[config.mk]
export PLATFORM = sky130hd
export DESIGN_NAME = navigation_momentum_classifier_top
export DESIGN_NICKNAME = d
export VERILOG_FILES = /design/src/rtl/nmc_pkg.sv /design/src/rtl/navigation_momentum_classifier_top.sv /design/src/rtl/nmc_core.sv
export SDC_FILE = /design/constraint.sdc
export NUM_CORES = 1
export LEC_CHECK = 0
export BUFFER_PORTS_ARGS = -buffer_cell sky130_fd_sc_hd__buf_2
export CAP_MARGIN = 20
export CORE_ASPECT_RATIO = 2
export CORE_MARGIN = 3
export CORE_UTILIZATION = 63
export CTS_BUF_LIST = sky130_fd_sc_hd__clkbuf_8
export CTS_CLUSTER_SIZE = 25
export DETAILED_ROUTE_END_ITERATION = 12
export PLACE_DENSITY = 0.92
export SYNTH_ARGS = -nofsm -noshare
export SYNTH_HDL_FRONTEND = slang
export SYNTH_HIERARCHICAL = 1
export SYNTH_SLANG_ARGS = --single-unit
[constraint.sdc]
create_clock -name clk -period 5.85 [get_ports clk]
set_input_delay 1.17 -clock clk [delete_from_list [all_inputs] [get_ports clk]]
set_output_delay 1.17 -clock clk [all_outputs]
set_load 0.005 [all_outputs]
[src/rtl/nmc_pkg.sv]
// Shared types, codes and reset constants of the navigation momentum classifier.
package nmc_pkg;

  localparam int PAGE_BITS_DEF = 20;
  localparam int PAGE_IN_W     = 21;
  localparam int TIME_W        = 40;
  localparam int CFG_W         = 16;
  localparam int CFG_IDX_W     = 8;
  localparam int RUN_W         = 8;
  localparam int MODE_W        = 3;

  localparam logic [RUN_W-1:0] RUN_MAX       = 8'd255;
  localparam logic [RUN_W-1:0] RUN_THRESHOLD = 8'd2;

  localparam logic [CFG_W-1:0] BIASED_WINDOW_RST  = 16'd450;
  localparam logic [CFG_W-1:0] SCRUB_WINDOW_RST   = 16'd120;
  localparam logic [CFG_W-1:0] NEUTRAL_WINDOW_RST = 16'd800;
  localparam logic [CFG_W-1:0] SCRUB_JUMP_RST     = 16'd3;

  typedef enum logic [MODE_W-1:0] {
    MODE_NEUTRAL     = 3'd0,
    MODE_NEXT_BIASED = 3'd1,
    MODE_PREV_BIASED = 3'd2,
    MODE_SCRUB_NEXT  = 3'd3,
    MODE_SCRUB_PREV  = 3'd4
  } mode_t;

  typedef enum logic [1:0] {
    DIR_NONE = 2'd0,
    DIR_NEXT = 2'd1,
    DIR_PREV = 2'd2
  } dir_t;

  typedef enum logic [CFG_IDX_W-1:0] {
    CFG_BIASED_WINDOW  = 8'd0,
    CFG_SCRUB_WINDOW   = 8'd1,
    CFG_NEUTRAL_WINDOW = 8'd2,
    CFG_SCRUB_JUMP     = 8'd3
  } cfg_idx_t;

  typedef struct packed {
    logic [CFG_W-1:0] biased_window;
    logic [CFG_W-1:0] scrub_window;
    logic [CFG_W-1:0] neutral_window;
    logic [CFG_W-1:0] scrub_jump;
  } cfg_t;

  typedef struct packed {
    mode_t            mode;
    logic [RUN_W-1:0] runs;
  } result_t;

endpackage

[src/rtl/navigation_momentum_classifier_top.sv]
// Top level of the navigation momentum classifier: stream ports, config registers, pipeline.
// Each word passes through the input register and then the result register to out_tdata.
// Throughput: one word per cycle while results are taken; classification is combinational.
// The input register and the result register each advance whenever the result side can take.
// Reset (rst_n, synchronous, active low) empties both stages, clears the page/time history
// and loads the window registers with their defaults; no clearing pass is needed.
module navigation_momentum_classifier_top import nmc_pkg::*; #(
  parameter int PAGE_BITS = PAGE_BITS_DEF
) (
  input  logic                 clk,
  input  logic                 rst_n,
  // Input stream.
  input  logic                 in_tvalid,
  output logic                 in_tready,
  input  logic [63:0]          in_tdata,   // [20:0] page_number, [60:21] event_time_ms, rest 0
  // Result stream.
  output logic                 out_tvalid,
  input  logic                 out_tready,
  output logic [15:0]          out_tdata,  // [2:0] momentum_mode, [10:3] run_length, rest 0
  // Configuration writes.
  input  logic                 cfg_valid,
  output logic                 cfg_ready,
  input  logic [CFG_IDX_W-1:0] cfg_index,
  input  logic [CFG_W-1:0]     cfg_data
);

  cfg_t cfg_r;

  logic                 s1_valid_r;
  logic [PAGE_IN_W-1:0] s1_page_r;
  logic [TIME_W-1:0]    s1_time_r;

  logic                 out_valid_r;
  result_t              out_res_r;

  logic                 advance;
  logic                 step;
  result_t              result;

  // Always writable; the user must write only while the block is idle (not enforced).
  assign cfg_ready = 1'b1;

  always_ff @(posedge clk) begin
    if (!rst_n) begin
      cfg_r.biased_window  <= BIASED_WINDOW_RST;
      cfg_r.scrub_window   <= SCRUB_WINDOW_RST;
      cfg_r.neutral_window <= NEUTRAL_WINDOW_RST;
      cfg_r.scrub_jump     <= SCRUB_JUMP_RST;
    end else if (cfg_valid) begin
      case (cfg_index)
        CFG_BIASED_WINDOW:  cfg_r.biased_window  <= cfg_data;
        CFG_SCRUB_WINDOW:   cfg_r.scrub_window   <= cfg_data;
        CFG_NEUTRAL_WINDOW: cfg_r.neutral_window <= cfg_data;
        CFG_SCRUB_JUMP:     cfg_r.scrub_jump     <= cfg_data;
        default: ;
      endcase
    end
  end

  // The result register frees up when it is empty or is being taken this cycle.
  // The input register then hands its word on, and so can take a new one.
  assign advance   = !out_valid_r || out_tready;
  assign step      = s1_valid_r && advance;
  assign in_tready = !s1_valid_r || advance;

  always_ff @(posedge clk) begin
    if (!rst_n) begin
      s1_valid_r <= 1'b0;
    end else if (in_tready) begin
      s1_valid_r <= in_tvalid;
    end
  end

  always_ff @(posedge clk) begin
    if (in_tready && in_tvalid) begin
      s1_page_r <= in_tdata[PAGE_IN_W-1:0];
      s1_time_r <= in_tdata[PAGE_IN_W+TIME_W-1:PAGE_IN_W];
    end
  end

  // History state is updated on the same edge that loads the result register, so the
  // next word in the input register always sees the history left by this one.
  nmc_core #(
    .PAGE_BITS (PAGE_BITS)
  ) u_core (
    .clk     (clk),
    .rst_n   (rst_n),
    .step    (step),
    .page_in (s1_page_r),
    .time_in (s1_time_r),
    .cfg     (cfg_r),
    .result  (result)
  );

  always_ff @(posedge clk) begin
    if (!rst_n) begin
      out_valid_r <= 1'b0;
    end else if (advance) begin
      out_valid_r <= s1_valid_r;
    end
  end

  always_ff @(posedge clk) begin
    if (step) begin
      out_res_r <= result;
    end
  end

  assign out_tvalid = out_valid_r;
  assign out_tdata  = {5'b0, out_res_r.runs, out_res_r.mode};

endmodule

[src/rtl/nmc_core.sv]
// History state and move classification of the navigation momentum classifier.
module nmc_core import nmc_pkg::*; #(
  parameter int PAGE_BITS = PAGE_BITS_DEF
) (
  input  logic                 clk,
  input  logic                 rst_n,
  input  logic                 step,
  input  logic [PAGE_IN_W-1:0] page_in,
  input  logic [TIME_W-1:0]    time_in,
  input  cfg_t                 cfg,
  output result_t              result
);

  localparam int JUMP_W = (PAGE_BITS > CFG_W) ? PAGE_BITS : CFG_W;

  logic                  have_last_r;
  logic [PAGE_BITS-1:0]  last_page_r;
  logic [TIME_W-1:0]     last_time_r;
  dir_t                  last_dir_r;
  logic [RUN_W-1:0]      runs_r;

  logic                        no_page;
  logic [PAGE_BITS+19:0]       page_ext;
  logic [PAGE_BITS-1:0]        page;
  logic [TIME_W:0]             elapsed;
  logic                        in_biased;
  logic                        in_scrub;
  logic                        in_active;
  logic                        is_next;
  dir_t                        dir;
  logic [PAGE_BITS-1:0]        jump;
  logic                        jump_big;
  logic [RUN_W-1:0]            runs_inc;
  logic [RUN_W-1:0]            runs_new;
  logic                        run;
  logic                        scrub;
  logic                        moving;
  logic                        first;

  // The page is taken modulo 2^PAGE_BITS; wider page storage sees zeros on top.
  assign no_page  = page_in[PAGE_IN_W-1];
  assign page_ext = {{PAGE_BITS{1'b0}}, page_in[19:0]};
  assign page     = page_ext[PAGE_BITS-1:0];

  // Exact signed difference; the top bit is the sign.
  assign elapsed   = {1'b0, time_in} - {1'b0, last_time_r};
  assign in_biased = elapsed[TIME_W] || (elapsed[TIME_W-1:0] <= TIME_W'(cfg.biased_window));
  assign in_scrub  = !elapsed[TIME_W] && (elapsed[TIME_W-1:0] <= TIME_W'(cfg.scrub_window));
  assign in_active = !elapsed[TIME_W] && (elapsed[TIME_W-1:0] < TIME_W'(cfg.neutral_window));

  assign is_next  = page > last_page_r;
  assign dir      = is_next ? DIR_NEXT : DIR_PREV;
  assign jump     = is_next ? (page - last_page_r) : (last_page_r - page);
  assign jump_big = JUMP_W'(jump) >= JUMP_W'(cfg.scrub_jump);

  assign runs_inc = (runs_r == RUN_MAX) ? RUN_MAX : runs_r + 8'd1;
  assign runs_new = ((dir == last_dir_r) && in_biased) ? runs_inc : 8'd1;
  assign run      = runs_new >= RUN_THRESHOLD;
  assign scrub    = (run && in_scrub) || (jump_big && in_biased);

  assign first  = !no_page && !have_last_r;
  assign moving = !no_page && have_last_r && (page != last_page_r);

  always_comb begin
    result.mode = MODE_NEUTRAL;
    result.runs = runs_r;
    if (moving) begin
      result.runs = runs_new;
      if (in_active) begin
        if (scrub) begin
          result.mode = is_next ? MODE_SCRUB_NEXT : MODE_SCRUB_PREV;
        end else if (run && in_biased) begin
          result.mode = is_next ? MODE_NEXT_BIASED : MODE_PREV_BIASED;
        end
      end
    end
  end

  always_ff @(posedge clk) begin
    if (!rst_n) begin
      have_last_r <= 1'b0;
      last_page_r <= '0;
      last_time_r <= '0;
      last_dir_r  <= DIR_NONE;
      runs_r      <= '0;
    end else if (step) begin
      if (first) begin
        have_last_r <= 1'b1;
        last_page_r <= page;
        last_time_r <= time_in;
      end
      if (moving) begin
        last_page_r <= page;
        last_time_r <= time_in;
        last_dir_r  <= dir;
        runs_r      <= runs_new;
      end
    end
  end

endmodule

* Yosys cells after proc, flatten, opt, wreduce, memory -nomap -nowiden *
Index checks and enable logic that the tools add are counted.

cells by class
  $add $sub $neg = 4
  magnitude comparators = 6
  equal/unequal tests = 6
  muxes and demuxes = 13
  reductions and logical operators = 30

operators with widths
  operator                                                                number
  40-bit by 16-bit <= comparator with 1-bit output                        2
  40-bit two-way mux                                                      2
  20-bit two-way mux                                                      3
  40-bit by 40-bit subtractor with 41-bit output                          1
  40-bit by 16-bit < comparator with 1-bit output                         1
  20-bit subtractor                                                       2
  8-bit two-way mux                                                       3
  20-bit by 16-bit >= comparator with 1-bit output                        1
  20-bit greater-than comparator                                          1
  20-bit != test                                                          1
  8-bit by 2-bit == test with 1-bit output (second input constant)        2
  2-bit AND reduction                                                     8
  1-bit logical AND                                                       11
  3-bit two-way mux                                                       3
  8-bit by 1-bit adder with 8-bit output (second input constant)          1
  8-bit by 1-bit == test with 1-bit output (second input constant)        1
  8-bit == test (second input constant)                                   1
  8-bit by 2-bit >= comparator with 1-bit output (second input constant)  1
  8-bit zero test                                                         1
  1-bit zero test                                                         5
  1-bit logical OR                                                        4
  2-bit two-way mux                                                       2
  2-bit == test                                                           1
  2-bit nonzero test                                                      1

storage, ports and cells
  register bits after elaboration = 209
  input port bits = 93
  word-level logic and storage cells = 74

* Depth between registers and ports, before layout *
  depth in word-level cells = 9
  gate-level depth with buffers = 25

* Modules after synthesis *
Netlist, hierarchy kept.

modules (own cells, without submodules)
  module                              times used  cells each  area each (um^2)  sequential area each (um^2)
  nmc_core                            1           1359        9216.3            1421.4
  navigation_momentum_classifier_top  1           329         4817.1            3483.3

* Worst setup path after synthesis *
No wires, ideal clock.

  path type = reg2reg
  from = register s1_page_r[15]
  to = register out_res_r, in the netlist out_tdata[0], data pin
  data arrival time = 4882 ps
  setup slack = 712 ps
  stages on the path, launching flop included = 23
  path buffers = 4
  period minus slack after synthesis = 5138 ps
  cell sequence = edfxtp_1 > inv_1 > ha_1 > clkbuf_1 > nand4_1 > nor3_1 > nand4_1 > a31oi_1 > clkbuf_1 > buf_1 > buf_1 > mux2_2 > ha_1 > o21ai_0 > nor2_1 > nor3_1 > o21bai_1 > a211oi_1 > o21bai_1 > a221o_1 > nor3_1 > nand4_1 > o211a_1

between the ends
  longest elaborated chain between the ends = 9

RTL lines
  item                                                          RTL line                                   source
  start, declared                                               navigation_momentum_classifier_top.sv:30   logic [PAGE_IN_W-1:0] s1_page_r;
  start signal, assigned                                        navigation_momentum_classifier_top.sv:76   s1_page_r <= in_tdata[PAGE_IN_W-1:0];
  20-bit greater-than comparator                                nmc_core.sv:51                             assign is_next = page > last_page_r;
  2-bit two-way mux                                             nmc_core.sv:52, nmc_core.sv:73
  2-bit == test                                                 nmc_core.sv:57                             assign runs_new = ((dir == last_dir_r) && in_biased) ? runs_inc : 8'd1;
  1-bit logical AND                                             nmc_core.sv:57
  8-bit two-way mux                                             nmc_core.sv:57
  8-bit by 2-bit >= comparator with 1-bit output                nmc_core.sv:58                             assign run = runs_new >= RUN_THRESHOLD;
  1-bit logical AND, on equally long branches                   nmc_core.sv:72, nmc_core.sv:59
  3-bit two-way mux / 1-bit logical OR (equally long branches)  nmc_core.sv:72, nmc_core.sv:59
  3-bit two-way mux                                             nmc_core.sv:70                             if (scrub) begin
  end signal, assigned                                          navigation_momentum_classifier_top.sv:105  out_res_r <= result;
  end, declared                                                 navigation_momentum_classifier_top.sv:34   result_t out_res_r;

Parallel ways exist; a longest one is shown, timed or not.
A chain may end at the register's enable or synchronous reset.

==> flow_summary.json <==
{
  "outcome": "finished, final reports clean",
  "vias": 12790,
  "p_total_mw": 3.682,
  "drtPass1Iterations": 5,
  "ys_warn_count": 6,
  "timing.rr.start": "s1_time_r[2]$_DFFE_PP_",
  "synthAdderAreaFrac_pct": 13.18,
  "min_path_cells": 2,
  "dieArea_sq_um": 24210,
  "nNetsFinal": 1998,
  "muxShareOfSynthArea_pct": 5.367,
  "drcViolationCount": 0,
  "crit_chain": "ha_1 > o211ai_1 > a21oi_1 > o41ai_2 > o21ai_0 > xor2_1 > ha_1 > a211oi_1 > o21ai_0 > a21oi_1 > a21oi_1 > or4_1 > nor4_2 > nand4_1 > or4_4 > a21bo_2 > o31ai_1",
  "start_util_pct": 64.73,
  "cp_num_buf_inv": 0,
  "yosys_register_bits": 209,
  "numCtsBuffers": 30,
  "antenna_left": 0,
  "cp-start-kind": "flop",
  "synth_top_family_by_area": "compound AO/OA/AOI/OAI gates",
  "relSlewSlack_pct": 23.46,
  "clk-insertion-delay-late_ns": 0.61,
  "yosys.area_share.xor_xnor_pct": 2.496,
  "synth_edf_count": 72,
  "fin_worst_skew_ns": 0.01732,
  "pin_count": 112,
  "grt-ovfl-total": 0,
  "hp-class": "reg -> reg",
  "worstSetupEndpointType": "flop",
  "grt_start_max_net_pins": 101,
  "drt_iter0_drc": 874,
  "max_stage_delay_ns": 0.61,
  "clkTransAtPathRegs_ns": 0.07,
  "reg2reg_setup_slack_ns": 0.25,
  "synth_compound_gate_area_share_pct": 18.66,
  "dieWidth_um": 111.5,
  "critPathKind": "reg -> reg",
  "drive_above_1_share_pct": 11.50,
  "worst_ep_required_time_ns": 6.25,
  "cts.sinks": 209,
  "core_sq_um": 21680,
  "routedWlPerCell_um": 19.44,
  "crit_arrival_ns": 6.00,
  "grt_pass1_wl_mm": 61.76,
  "vdd_drop_max_uv": 223.8,
  "post_drt_via_cell_ratio": 6.220,
  "hpwl_mm": 29.76,
  "hold_viol": 0,
  "cts_max_level": 1,
  "drt_wl_total_mm": 39.97,
  "syn_inst": 1688,
  "fmaxAchievable_mhz": 178.5,
  "cp_common_cell": "a21oi_1",
  "synth_area_per_cell_sq_um": 8.314,
  "worstMarginPinSlew_ns": 1.147,
  "clock-root-buffer": "clkbuf_8",
  "areaGrowthSynthToFinish_pct": 9.335,
  "synth_area_sq_um": 14030,
  "die_h_um": 217.1,
  "n_antenna_cell": 0,
  "synthFlopType": "dfxtp_1",
  "setup_tns_ns": 0,
  "gp_congestion": 1.001,
  "synthArstFlopShare_pct": 0,
  "drv_cap": 0,
  "grt_usage_pct": 31.59,
  "whs_endpoint": "u_core/last_time_r[25]$_SDFFE_PN0P_",
  "r2r_cells": 17,
  "antenna_found_initial": 0,
  "worst_slack_ns": 0.2491,
  "p_leak_nw": 6.395,
  "cts_tree": "built",
  "yosysSeqAreaShare_pct": 34.95,
  "grt_pass1_vias": 13010,
  "hp-start": "u_core/last_time_r[25]$_SDFFE_PN0P_",
  "yosys.area_share.simple_pct": 17.87,
  "setup_viol": 0,
  "detailedPlace.worstSlack_ns": 0.1197,
  "r2r_end": "out_tdata[10]$_DFFE_PP_",
  "cts_max_path_buffers": 3,
  "whs_ns": 0.4529,
  "rows": 76,
  "cp_max_fo": 16,
  "rsz0062_at_grt": "no",
  "ys_types": 79,
  "power.density_nw_per_um2": 240.0,
  "port-buffer-count": 102,
  "slew_viol_final": 0,
  "period_share_pct": 95.74,
  "final.min_clock_period_ns": 5.601,
  "slowest_stage": "or4_4",
  "nFillCells": 1673,
  "path_delay_family": "compound AO/OA/AOI/OAI gates"
}
[state kept, by name, indices dropped and copies added, names as in the netlist]
register            cells
cfg_r                  64
s1_time_r              40
u_core/last_time_r     40
s1_page_r              21
u_core/last_page_r     20
out_tdata              11
u_core/runs_r           8
u_core/last_dir_r       2
out_tvalid              1
s1_valid_r              1
u_core/have_last_r      1
[layout make-up]
class | count | area [sq um] | area share [%]
clock inverters | 23 | 187.7 | 1.223
clock buffers | 33 | 454.2 | 2.960
well taps | 273 | 341.6 | 2.226
flip-flops and latches | 209 | 4905 | 31.97
repair buffers | 127 | 698.2 | 4.550
inverters | 159 | 596.8 | 3.890
multi-input cells | 1232 | 8160 | 53.18
[synth_stat cells, types with 25 or more instances]
master / number / area (sq um)
a21o_1: 25 / 187.7
nand4_1: 28 / 175.2
nand3_1: 34 / 170.2
xnor2_1: 28 / 245.2
mux2i_1: 73 / 730.7
a21oi_1: 182 / 910.9
inv_1: 159 / 596.8
edfxtp_1: 72 / 2162
ha_1: 143 / 1789
dfxtp_1: 137 / 2743
clkbuf_1: 71 / 266.5
nand2_1: 282 / 1059
o21ai_0: 70 / 350.3
nor2b_1: 33 / 206.5
nor2_1: 81 / 304.0
[power by group]
part / switching (mW) / internal [mW]
Clock: 0.585 / 0.658
Combinational: 0.536 / 0.326
Sequential: 0.0278 / 1.55
Total: 1.15 / 2.53
[placed cells by master, fill, tap and decap left out, drive strengths merged, types with 4 or more instances in the layout]
master	n
edfxtp	72
o21ai	74
a21oi	182
o41ai	5
conb	6
nand4	29
or3	6
and2	9
a211oi	14
nor3	14
o31ai	6
clkbuf	33
nor2b	33
a221o	7
a31oi	11
a221oi	6
xnor2	28
a2111oi	4
nand3	34
and3	12
nand3b	5
o211ai	24
nand2b	12
inv	168
nand2	283
o22ai	7
or2	5
o21bai	8
mux2i	73
o21a	12
buf	127
a21o	25
nor4	7
nor3b	4
nor2	81
o2111ai	4
ha	143
clkinv	10
dfxtp	137
xor2	12
[per-stage QoR]
| step | instances | util (%) | cell area [sq um] |
|---|---|---|---|
| 4_1_cts | 2056 | 70.59 | 15300 |
| 2_1_floorplan | 1692 | - | 14050 |
| 6_report | 2056 | 70.77 | 15340 |
| 3_3_place_gp | 2000 | 67.63 | 14660 |
| 3_5_place_dp | 2000 | 67.63 | 14660 |
| 5_1_grt | 2056 | 70.77 | 15340 |
[cell families after synthesis]
logic type / after synthesis
buffers and inverters: 251
muxes: 75
DFF: 209
adders and majority gates: 146
AOI/OAI and AO/OA: 422
other: 2
and+or+nand+nor: 543
xor gates and xnor gates: 40
[repair_timing]
item	in CTS	in global routing
gates resized for setup	0	6
endpoints found under the setup margin	0	14
setup buffers	0	0
hold buffers	0	0
[worst min-delay path, cell delays in order, from the launching register on]
cell and delay [ns]:
dfxtp_1 0.31, nand2_1 0.05, a21oi_1 0.05
[worst max-delay path by stage]
stage	from	endpoint	slack [ns]	cells after the start
2_1_floorplan	s1_page_r[15]$_DFFE_PP_	out_tdata[0]$_DFFE_PP_	0.71	22
3_3_place_gp	s1_time_r[2]$_DFFE_PP_	out_tdata[3]$_DFFE_PP_	0.26	20
3_5_place_dp	s1_time_r[2]$_DFFE_PP_	out_tdata[10]$_DFFE_PP_	0.12	20
4_1_cts	s1_time_r[2]$_DFFE_PP_	out_tdata[10]$_DFFE_PP_	0.05	20
5_1_grt	s1_time_r[2]$_DFFE_PP_	out_tdata[10]$_DFFE_PP_	0.01	20
6_report	s1_time_r[2]$_DFFE_PP_	out_tdata[10]$_DFFE_PP_	0.25	17
[layer usage]
| metal | vias up | track usage (%) | wire, um |
|---|---|---|---|
| met1 | 6027 | 27.78 | 12990 |
| met3 | 208 | 4.007 | 1795 |
| met2 | 512 | 61.79 | 21600 |
| met5 | - | 0 | 0 |
| met4 | 0 | 25.82 | 3587 |
| li1 | 6042 | - | - |
Power figures use the tool's default switching activity.
